<file path="src/design/lct_pkg.sv">
// lct_pkg: types, character constants and the per-byte word splitting function
// of the line command tokenizer
// no dependencies
package lct_pkg;

    localparam logic [7:0] CHAR_LF    = 8'h0A;
    localparam logic [7:0] CHAR_CR    = 8'h0D;
    localparam logic [7:0] CHAR_SPACE = 8'h20;
    localparam logic [7:0] CHAR_TAB   = 8'h09;
    localparam logic [7:0] CHAR_VT    = 8'h0B;
    localparam logic [7:0] CHAR_FF    = 8'h0C;
    localparam logic [7:0] CHAR_LOW_A = 8'h61;
    localparam logic [7:0] CHAR_LOW_Z = 8'h7A;
    localparam logic [7:0] CASE_BIT   = 8'h20;

    localparam logic [1:0] KIND_CMD = 2'd0;
    localparam logic [1:0] KIND_PAY = 2'd1;
    localparam logic [1:0] KIND_EOM = 2'd2;

    localparam int unsigned QUEUE_DEPTH = 4;
    localparam int unsigned QPTR_W      = 2;
    localparam int unsigned QCNT_W      = 3;

    typedef enum logic [1:0] {
        PH_PRE,
        PH_CMD,
        PH_GAP,
        PH_PAY
    } phase_t;

    typedef struct packed {
        logic [1:0] kind;
        logic [7:0] data;
    } token_t;

    typedef struct packed {
        phase_t phase;
        logic   emit;
        token_t tok;
    } split_t;

    typedef struct packed {
        phase_t phase;
        logic   cr_pending;
        logic   has_bytes;
    } line_state_t;

    typedef struct packed {
        logic [1:0] count;
        token_t     tok0;
        token_t     tok1;
    } step_out_t;

    function automatic logic is_blank(input logic [7:0] b);
        return (b == CHAR_SPACE) || (b == CHAR_TAB);
    endfunction

    function automatic logic is_space(input logic [7:0] b);
        return (b == CHAR_SPACE) || (b == CHAR_TAB) || (b == CHAR_VT)
            || (b == CHAR_FF) || (b == CHAR_CR);
    endfunction

    function automatic logic [7:0] to_upper(input logic [7:0] b);
        return ((b >= CHAR_LOW_A) && (b <= CHAR_LOW_Z)) ? (b & ~CASE_BIT) : b;
    endfunction

    // one line byte, never a line feed, through the word splitter
    function automatic split_t split_byte(input phase_t ph, input logic [7:0] b);
        split_t r;
        r.phase    = ph;
        r.emit     = 1'b0;
        r.tok.kind = KIND_PAY;
        r.tok.data = b;
        case (ph)
            PH_PRE:
            begin
                if (!is_space(b))
                begin
                    r.emit     = 1'b1;
                    r.tok.kind = KIND_CMD;
                    r.tok.data = to_upper(b);
                    r.phase    = PH_CMD;
                end
            end
            PH_CMD:
            begin
                if (is_blank(b))
                begin
                    r.phase = PH_GAP;
                end
                else if (is_space(b))
                begin
                    r.emit  = 1'b1;
                    r.phase = PH_PAY;
                end
                else
                begin
                    r.emit     = 1'b1;
                    r.tok.kind = KIND_CMD;
                    r.tok.data = to_upper(b);
                end
            end
            PH_GAP:
            begin
                if (!is_blank(b))
                begin
                    r.emit  = 1'b1;
                    r.phase = PH_PAY;
                end
            end
            default:
            begin
                r.emit = 1'b1;
            end
        endcase
        return r;
    endfunction

endpackage

</file>
<file path="src/design/lct_if.sv">
// lct_rx_if, lct_token_if: valid/ready channels for received bytes and for tokens
// no dependencies
interface lct_rx_if;
    logic       valid;
    logic       ready;
    logic [7:0] rx_byte;

    modport source (output valid, output rx_byte, input ready);
    modport sink (input valid, input rx_byte, output ready);
endinterface

interface lct_token_if;
    logic       valid;
    logic       ready;
    logic [1:0] token_kind;
    logic [7:0] token_byte;
    logic       run_last;

    modport source (output valid, output token_kind, output token_byte, output run_last,
                    input ready);
    modport sink (input valid, input token_kind, input token_byte, input run_last,
                  output ready);
endinterface

</file>
<file path="src/design/line_command_tokenizer.sv">
// line_command_tokenizer: top level, line state registers and a four-entry token queue
// depends on lct_pkg, lct_if, lct_step
// Each received byte turns at once into zero, one or two tokens (command bytes upper-cased,
// payload bytes, end of message) that wait in a four-entry queue and leave one per cycle
// while the sink is ready. One byte is taken per cycle whenever the queue holds at most two
// tokens, so bytes that give one token at most flow at one per cycle; a byte giving two (a
// released carriage return plus itself) can hold back later bytes until a token leaves. The
// rate is set by the single token output port. A held-back CR stays in the line state until
// the next byte shows whether a line feed follows. Reset clears all but the queue data.
module line_command_tokenizer
    import lct_pkg::*;
(
    input logic             clk,
    input logic             rst_n,
    lct_rx_if.sink          rx,
    lct_token_if.source     tok
);

    typedef struct packed {
        token_t tok;
        logic   last;
    } entry_t;

    line_state_t          state_reg;
    line_state_t          state_next;
    step_out_t            step;
    entry_t               queue_reg [QUEUE_DEPTH];
    logic [QPTR_W-1:0]    wr_ptr_reg;
    logic [QPTR_W-1:0]    wr_ptr_next;
    logic [QPTR_W-1:0]    rd_ptr_reg;
    logic [QPTR_W-1:0]    rd_ptr_next;
    logic [QCNT_W-1:0]    count_reg;
    logic [QCNT_W-1:0]    count_next;
    logic                 rx_fire;
    logic                 tok_fire;

    lct_step u_step (
        .state      (state_reg),
        .rx_byte    (rx.rx_byte),
        .state_next (state_next),
        .result     (step)
    );

    assign rx.ready = (count_reg <= QCNT_W'(QUEUE_DEPTH - 2));
    assign rx_fire  = rx.valid & rx.ready;

    assign tok.valid      = (count_reg != '0);
    assign tok.token_kind = queue_reg[rd_ptr_reg].tok.kind;
    assign tok.token_byte = queue_reg[rd_ptr_reg].tok.data;
    assign tok.run_last   = queue_reg[rd_ptr_reg].last;
    assign tok_fire       = tok.valid & tok.ready;

    always_comb
    begin
        wr_ptr_next = wr_ptr_reg;
        rd_ptr_next = rd_ptr_reg;
        count_next  = count_reg;
        if (rx_fire)
        begin
            wr_ptr_next = wr_ptr_reg + QPTR_W'(step.count);
            count_next  = count_next + QCNT_W'(step.count);
        end
        if (tok_fire)
        begin
            rd_ptr_next = rd_ptr_reg + QPTR_W'(1);
            count_next  = count_next - QCNT_W'(1);
        end
    end

    always_ff @(posedge clk or negedge rst_n)
    begin
        if (!rst_n)
        begin
            state_reg.phase      <= PH_PRE;
            state_reg.cr_pending <= 1'b0;
            state_reg.has_bytes  <= 1'b0;
            wr_ptr_reg           <= '0;
            rd_ptr_reg           <= '0;
            count_reg            <= '0;
        end
        else
        begin
            if (rx_fire)
            begin
                state_reg <= state_next;
            end
            wr_ptr_reg <= wr_ptr_next;
            rd_ptr_reg <= rd_ptr_next;
            count_reg  <= count_next;
        end
    end

    // token payload, no reset
    always_ff @(posedge clk)
    begin
        if (rx_fire && (step.count != 2'd0))
        begin
            queue_reg[wr_ptr_reg].tok  <= step.tok0;
            queue_reg[wr_ptr_reg].last <= (step.count == 2'd1);
        end
        if (rx_fire && (step.count == 2'd2))
        begin
            queue_reg[wr_ptr_reg + QPTR_W'(1)].tok  <= step.tok1;
            queue_reg[wr_ptr_reg + QPTR_W'(1)].last <= 1'b1;
        end
    end

endmodule

</file>
<file path="src/design/lct_step.sv">
// lct_step: next line state and up to two tokens for one received byte
// depends on lct_pkg
module lct_step
    import lct_pkg::*;
(
    input  line_state_t state,
    input  logic [7:0]  rx_byte,
    output line_state_t state_next,
    output step_out_t   result
);

    split_t held;
    split_t cur;
    phase_t mid_phase;

    // released carriage return first, then the byte itself
    always_comb
    begin
        held      = split_byte(state.phase, CHAR_CR);
        mid_phase = state.cr_pending ? held.phase : state.phase;
        cur       = split_byte(mid_phase, rx_byte);
    end

    always_comb
    begin
        if (rx_byte == CHAR_LF)
        begin
            state_next.phase      = PH_PRE;
            state_next.cr_pending = 1'b0;
            state_next.has_bytes  = 1'b0;
        end
        else
        begin
            state_next.phase      = (rx_byte == CHAR_CR) ? mid_phase : cur.phase;
            state_next.cr_pending = (rx_byte == CHAR_CR);
            state_next.has_bytes  = state.has_bytes | state.cr_pending | (rx_byte != CHAR_CR);
        end
    end

    always_comb
    begin
        result.count     = 2'd0;
        result.tok0.kind = KIND_EOM;
        result.tok0.data = 8'h00;
        result.tok1      = cur.tok;
        if (rx_byte == CHAR_LF)
        begin
            result.count = {1'b0, state.has_bytes};
        end
        else
        begin
            if (state.cr_pending && held.emit)
            begin
                result.tok0  = held.tok;
                result.count = 2'd1;
            end
            else
            begin
                result.tok0 = cur.tok;
            end
            if ((rx_byte != CHAR_CR) && cur.emit)
            begin
                result.count = result.count + 2'd1;
            end
        end
    end

endmodule
</file>
<file path="src/flat_wrapper.sv">
// flat-port wrapper written by rule: the top's interface ports become plain ports
module line_command_tokenizer_flat import lct_pkg::*;
  (clk, rst_n, rx_valid, rx_rx_byte, rx_ready, tok_valid, tok_token_kind, tok_token_byte, tok_run_last, tok_ready);
  lct_rx_if rx_i ();
  lct_token_if tok_i ();
  input logic clk;
  input logic rst_n;
  input wire logic [$bits(rx_i.valid)-1:0] rx_valid;
  input wire logic [$bits(rx_i.rx_byte)-1:0] rx_rx_byte;
  output wire logic [$bits(rx_i.ready)-1:0] rx_ready;
  output wire logic [$bits(tok_i.valid)-1:0] tok_valid;
  output wire logic [$bits(tok_i.token_kind)-1:0] tok_token_kind;
  output wire logic [$bits(tok_i.token_byte)-1:0] tok_token_byte;
  output wire logic [$bits(tok_i.run_last)-1:0] tok_run_last;
  input wire logic [$bits(tok_i.ready)-1:0] tok_ready;
  assign rx_i.valid = rx_valid;
  assign rx_i.rx_byte = rx_rx_byte;
  assign rx_ready = rx_i.ready;
  assign tok_valid = tok_i.valid;
  assign tok_token_kind = tok_i.token_kind;
  assign tok_token_byte = tok_i.token_byte;
  assign tok_run_last = tok_i.run_last;
  assign tok_i.ready = tok_ready;
  line_command_tokenizer u_core (.clk(clk), .rst_n(rst_n), .rx(rx_i), .tok(tok_i));
endmodule
</file>
<file path="config.mk">
export PLATFORM = sky130hd
export DESIGN_NAME = line_command_tokenizer_flat
export DESIGN_NICKNAME = d
export VERILOG_FILES = /design/src/design/lct_pkg.sv /design/src/design/lct_if.sv /design/src/design/line_command_tokenizer.sv /design/src/design/lct_step.sv /design/src/flat_wrapper.sv
export SDC_FILE = /design/constraint.sdc
export NUM_CORES = 1
export LEC_CHECK = 0
export BUFFER_PORTS_ARGS = -buffer_cell sky130_fd_sc_hd__buf_4
export CAP_MARGIN = 15
export CORE_ASPECT_RATIO = 1.4
export CORE_UTILIZATION = 40
export DETAILED_ROUTE_END_ITERATION = 16
export GPL_TIMING_DRIVEN = 1
export SETUP_SLACK_MARGIN = 0.2
export SYNTH_ARGS = -nofsm -noshare
export SYNTH_HDL_FRONTEND = slang
export SYNTH_SLANG_ARGS = --single-unit
</file>
<file path="constraint.sdc">
create_clock -name clk -period 2.9 [get_ports clk]
set_clock_uncertainty 0.1 [all_clocks]
set_input_delay 0.29 -clock clk [delete_from_list [all_inputs] [get_ports clk]]
set_output_delay 0.29 -clock clk [all_outputs]
set_load 0.005 [all_outputs]
</file>
## Word-level counts from Yosys, hierarchy flattened

Memory sizes are Yosys's and may differ from the RTL's.
Index checks and enable logic that the tools add are counted.

- Memories kept: 1
- Input port bits: 12
- Memory bits (writable): 44
- Word-level logic and storage cells: 74
- Bits in registers: 11

- Reductions and logical operators: 14
- $lt $le $gt $ge: 3
- Equal/unequal tests: 13
- Bitwise gates (word level): 4
- Mux-type cells: 27
- Add/sub/neg operators: 6

Memories:

| name | depth | bits a word | read ports | clocked after memory_dff | write ports | line | source |
|---|---|---|---|---|---|---|---|
| u_core.queue_reg | 4 | 11 | 1 | 0 | 2 | line_command_tokenizer.sv:27 | `entry_t queue_reg [QUEUE_DEPTH];` |

Operator list:

| kind | number |
|---|---|
| $eq 8x4->1 const B | 5 |
| $mux 10 | 2 |
| $pmux 10 s2 | 1 |
| $mux 2 | 8 |
| $mux 13 | 1 |
| $mux 11 | 1 |
| $mux 3 | 3 |
| $mux 9 | 1 |
| $eq 8x6->1 const B | 1 |
| $ge 8x7->1 const B | 1 |
| $le 8x7->1 const B | 1 |
| $ne 8x4->1 const B | 1 |
| $add 2x1->2 const B | 3 |
| $eq 2x1->1 const B | 3 |
| $eq 2x2->1 const B | 3 |
| $mux 1 | 6 |
| $mux 6 | 1 |
| $pmux 2 s3 | 1 |
| $logic_and 1x1->1 | 5 |
| $logic_not 2->1 | 2 |
| $logic_or 1x1->1 | 4 |
| $mux 4 | 1 |
| $add 3x2->3 | 1 |
| $le 3x2->1 const B | 1 |
| 8 further kinds | 10 |

## Longest topological paths before layout

- Word-level depth: 15
- Gate-level depth with buffers: 14
- Depth with buffers taken out: 13

## Cells and area by module

From an unflattened synthesis, not the netlist that was laid out.

- Cell total of the unflattened synthesis: 315
- Area, all modules: 3,380.7 µm²

Modules (own cells, without submodules):

| module | sequential area each (µm²) | instances | area each (µm²) | cells an instance |
|---|---|---|---|---|
| line_command_tokenizer | 1,556.5 | 1 | 2,940.3 | 251 |
| lct_step | 0.0 | 1 | 440.4 | 64 |

## Least setup slack after synthesis

Ideal clock, no wire load.

- Kind: input-to-reg
- From: input port rx_rx_byte[2]
- To: register u_core.count_reg[2]
- Path buffers: 1
- Arrival time: 2,945 ps
- Cell stages on the path: 14
- Library setup time: 128 ps
- Setup slack: -273 ps
- Cells stage by stage: buf_2 or3b_1 a211o_1 a21oi_1 a211oi_1 ha_1 nand2_1 nand2_1 ha_1 fa_1 mux2i_1 ha_1 nand2_1 xor2_1

- Cells in the longest elaborated chain, start to end: 14
- Elaborated cells between the ends (all ways): 22
- Classes of those cells: 2 x add/sub; 7 x eq/ne; 8 x mux; 5 x reduce/logical

Ends and longest elaborated chain:

| item | line | source |
|---|---|---|
| from (decl) | flat_wrapper.sv:9 | `input wire logic [$bits(rx_i.rx_byte)-1:0] rx_rx_byte;` |
| $eq 8x6->1 or $eq 8x4->1 (tied branches) | lct_pkg.sv:55, lct_pkg.sv:59 |  |
| $logic_or 1x1->1 | lct_pkg.sv:55, lct_pkg.sv:59 |  |
| $logic_or 1x1->1 | lct_pkg.sv:59 | `return (b == CHAR_SPACE) \|\| (b == CHAR_TAB) \|\| (b == CHAR_VT)` |
| $logic_or 1x1->1 (2 in series) | lct_pkg.sv:60 | `\|\| (b == CHAR_FF) \|\| (b == CHAR_CR);` |
| $mux 13 | lct_pkg.sv:77 | `if (!is_space(b))` |
| $pmux 1 s3 | lct_pkg.sv:74 | `case (ph)` |
| $logic_and 1x1->1 | lct_step.sv:61 | `if ((rx_byte != CHAR_CR) && cur.emit)` |
| $mux 2 | lct_step.sv:61 |  |
| $mux 2 (*) | lct_step.sv:46 | `if (rx_byte == CHAR_LF)` |
| $add 3x2->3 (*) | line_command_tokenizer.sv:61 | `count_next = count_next + QCNT_W'(step.count);` |
| $mux 3 (*) | line_command_tokenizer.sv:58 | `if (rx_fire)` |
| $sub 3x1->3 | line_command_tokenizer.sv:66 | `count_next = count_next - QCNT_W'(1);` |
| $mux 3 (*) | line_command_tokenizer.sv:63 | `if (tok_fire)` |
| net u_core.count_next[2] | line_command_tokenizer.sv:33 | `logic [QCNT_W-1:0] count_next;` |
| to (signal assigned) | line_command_tokenizer.sv:89 | `count_reg <= count_next;` |
| to (decl) | line_command_tokenizer.sv:32 | `logic [QCNT_W-1:0] count_reg;` |

Mark *: on every way through the listed nets, which the timed path passes. The rest lies on a longest branch.
A chain may end at the register's enable or synchronous reset.

==> results.md <==
| Result | Value | Unit |
|---|---|---|
| Run status | finished with violations | - |
| Failing checks | setup timing | - |
| Number of antenna repair diodes | 0 | - |
| Compound-cell area share of the yosys netlist | 0.181 | - |
| Final count of pins violating max slew | 0 | - |
| DRC violations left | 0 | - |
| Adder-cell share of the synthesized area | 0.0222 | - |
| Insertion delay of the later-clocked pin in the worst-skew pair | 320 | ps |
| Clock transition at path regs | 100 | ps |
| First-pass GRT wire length | 14100 | um |
| Max-cap viol count | 0 | - |
| Root buffer cell | sky130_fd_sc_hd__clkbuf_8 | - |
| Post-placement setup slack | -361 | ps |
| First-pass detailed-route iteration total | 5 | - |
| Number of flip-flops and latches in the synthesized netlist | 55 | - |
| Reg-to-reg critical path startpoint | u_core.state_reg[1]$_DFFE_PN0P_ | - |
| Post-DR vias/cell | 5.74 | - |
| Multiplexer fraction of the synthesized cell area | 0.0916 | - |
| Share of flip-flops with an asynchronous set or reset after synthesis | 0.200 | - |
| Filler Cells Inserted | 669 | - |
| Chip height | 107 | um |
| Maximum buffer depth of the clock tree | 2 | - |
| Core Box Area | 0.00770 | sq mm |
| Min-delay src | tok_ready | - |
| DR vias | 2651 | - |
| Warnings, synthesis | 0 | - |
| Syn_area_per_cell | 11.5 | sq um |
| Required time worst endpoint | 2850 | ps |
| Layout cell share with drive strength beyond 1 | 0.503 | - |
| Share of synthesized area occupied by flip-flops and latches | 0.481 | - |
| Number of synthesized flops with an enable pin | 36 | - |
| Flip-flop cell with the highest count after synthesis | sky130_fd_sc_hd__edfxtp_1 | - |
| Port Buffer Count | 24 | - |
| Leakage dissipation | 1.76 | nW |
| Largest fanout on the critical path | 4 | - |
| Final wirelength | 8830 | um |
| Net count of the finished layout | 378 | - |
| Via count of the first global-routing pass | 2724 | - |
| Final setup violating endpoints | 83 | - |
| Leading cell type in the layout, fill and taps excluded | sky130_fd_sc_hd__buf_4 | - |
| Width of the chip | 77.1 | um |
| Post-placement cell count | 430 | - |
| Initial drt markers | 207 | - |
| Number of antenna violations at the first check in global routing | 0 | - |
| Min Hold Slack | 184 | ps |
| Number of sinks driven by the clock tree | 55 | - |
| Per-cell routed wire length | 19.1 | um |
| Num CTS Buffers | 5 | - |
| Max frequency | 300 | MHz |
| Count of placed standard cells in the final layout, fillers left out | 462 | - |
| Largest family of logic cells by synthesized area | compound AO/OA/AOI/OAI gates | - |
| Overall global routing resource usage | 0.224 | - |
| Worst rel slew slack | 0.506 | - |
| Ports | 25 | - |
| Worst Reg-to-Reg Cells | 13 | - |
| Half-perimeter wire length after placement | 5890 | um |
| Number of antenna-violating nets in the routed design | 0 | - |
| Largest net degree at the start of global routing | 18 | - |
| HP Class | primary input to flip-flop | - |
| Full die area | 0.00825 | sq mm |
| Area Growth Syn to Fin | 42.1 | % |
| Flop-to-flop setup slack | -430 | ps |
| Syn Nets | 292 | - |
| Worst hold endpoint | u_core.rd_ptr_reg[0]$_DFFE_PN0P_ | - |
| CTS tree | yes | - |
| Post-synthesis cell type count | 63 | - |
| Crit path setup slack, layout | -428 | ps |
| Hold path cells | 3 | - |
| Final weighted congestion in routability-driven placement | 0.900 | - |
| Max VDD drop | 0.623 | mV |
| Effective utilization at floorplan | 0.410 | - |
| Kind of start point of the critical path | flip-flop | - |
| Critical path endpoint category | flip-flop | - |
| Simple-gate share of the synthesized area | 0.164 | - |
| Arrival time reported for the critical path endpoint | 3280 | ps |
| Total power | 2.83 | mW |
| Placement-stage cell area | 0.00378 | sq mm |
| Netlist Area Pre-Place | 0.00316 | sq mm |
| Max reg flops | 44 | - |
| Final cell area excluding filler cells | 0.00449 | sq mm |
| Setup repair after global routing missed its margin | yes | - |
| Num rows | 38 | - |
| Xor and xnor area share after synthesis | 0.0139 | - |
| Leftover overflow at the end of global routing | 0 | - |
| Kind of critical path | flip-flop to flip-flop | - |
| Worst Max-Slew Pin Slew | 742 | ps |
| H-Tree Level Count | 2 | - |
| Min cycle time layout | 3330 | ps |
| Period Utilization, post-route | 1.15 | - |
| Top library cells by usage in the layout, fill and taps aside | sky130_fd_sc_hd__buf_4, sky130_fd_sc_hd__edfxtp_1, sky130_fd_sc_hd__inv_1 | - |
| Instance count of the mapped netlist | 275 | - |
| Endpoint of the most critical register-to-register path | u_core.queue_reg[2][9]$_DFFE_PP_ | - |
| Pwr/cell area | 632 | mW/mm^2 |
| Number of hold violations in the final report | 0 | - |
-- timing repair --
| action | CTS | global route |
|---|---|---|
| setup endpoints to repair | 83 | 84 |
| cloned | 5 | 0 |
| resized for setup | 78 | 21 |
| endpoints found under the hold margin | 11 | 0 |
| pin swaps | 27 | 13 |
| hold buffers | 1 | 0 |
| setup buffers | 12 | 6 |
-- worst max path at each step --
| stage | endpoint | start | depth (start not counted) | slack [ps] |
|---|---|---|---|---|
| after floorplan | u_core.count_reg[2]$_DFF_PN0_ | rx_rx_byte[3] | 14 | -190 |
| after global placement | u_core.count_reg[2]$_DFF_PN0_ | rx_rx_byte[3] | 14 | -330 |
| after detailed placement | u_core.count_reg[2]$_DFF_PN0_ | rx_rx_byte[3] | 14 | -360 |
| after CTS | u_core.count_reg[1]$_DFF_PN0_ | u_core.state_reg[1]$_DFFE_PN0P_ | 11 | -280 |
| after global routing | u_core.queue_reg[2][9]$_DFFE_PP_ | u_core.state_reg[1]$_DFFE_PN0P_ | 13 | -500 |
| final | u_core.queue_reg[2][9]$_DFFE_PP_ | u_core.state_reg[1]$_DFFE_PN0P_ | 13 | -430 |
-- metal layers --
| metal | global-route usage | wire length [um] | vias up |
|---|---|---|---|
| li1 | - | - | 1241 |
| met1 | 0.238 | 3270 | 1326 |
| met2 | 0.423 | 4950 | 62 |
| met3 | 0.0332 | 327 | 22 |
| met4 | 0.116 | 293 | 0 |
| met5 | 0 | 0 | - |
-- stage by stage --
step                utilization  setup TNS (ps)
finish                    0.582          -22020
global route              0.582          -30790
CTS                       0.565           -9170
detailed placement        0.490          -12950
global placement          0.490          -14370
floorplan                     -           -1430
-- layout make-up --
cell class / count / area (sq um) / share of cell area
clock inverters: 3 / 18.8 / 0.00418
clock buffers: 5 / 68.8 / 0.0153
repair buffers: 92 / 843 / 0.188
inverters: 18 / 67.6 / 0.0151
multi-input cells: 189 / 1850 / 0.411
flip-flops and latches: 55 / 1520 / 0.338
well taps: 100 / 125 / 0.0279
-- critical path: stages (launching register included) --
cell,delay (ps)
sky130_fd_sc_hd__dfrtp_1,390
sky130_fd_sc_hd__or4_4,550
sky130_fd_sc_hd__a2111oi_4,250
sky130_fd_sc_hd__a211oi_2,70
sky130_fd_sc_hd__ha_1,320
sky130_fd_sc_hd__buf_4,140
sky130_fd_sc_hd__buf_6,100
sky130_fd_sc_hd__buf_6,110
sky130_fd_sc_hd__nor2b_4,110
sky130_fd_sc_hd__buf_6,120
sky130_fd_sc_hd__nand4_1,200
sky130_fd_sc_hd__nand2b_4,240
sky130_fd_sc_hd__nand2_4,90
sky130_fd_sc_hd__bufbuf_16,260
-- power by group --
group	switching, mW	total [mW]	internal, mW
clock	0.266	0.436	0.170
sequential	0.173	1.17	0.999
combinational	0.544	1.23	0.683
-- logic make-up (layout without fill, tap and decap cells) --
kind of cell             Yosys count  count (layout)
AND/OR/NAND/NOR                   81              84
AO/OA/AOI/OAI                     80              80
flip-flops                        55              55
buffers and inverters             34             118
multiplexers                      15              15
adder cells (fa/ha/maj)            5               5
XOR/XNOR                           5               5
-- synthesized netlist by cell type, drive strengths merged (2+ instances only) --
cell type  number  area, sq um
ha              4         50.1
a21oi          24          120
a211oi          2         20.0
nor3            4         31.3
and3            3         18.8
dfxtp           8          160
nand2          17         63.8
o21ai           9         45.0
or2             2         12.5
or4             4         33.8
a31oi           3         25.0
and2            2         12.5
nand2b          5         31.3
nand3b          2         15.0
mux4           11          248
o211a           2         20.0
a22oi           6         45.0
o21a            6         45.0
or3b            2         17.5
edfxtp         36         1080
nand3           8         40.0
nor4            2         12.5
a21boi         13         97.6
a32oi           4         35.0
xnor2           4         35.0
mux2i           3         30.0
dfrtp          11          275
buf            13         68.8
inv            18         67.6
or3             5         36.3
nor2b           4         27.5
nor2            4         15.0
clkbuf          3         11.3
nand4          11         68.8
o31ai           3         27.5
Power figures use the tool's default switching activity.
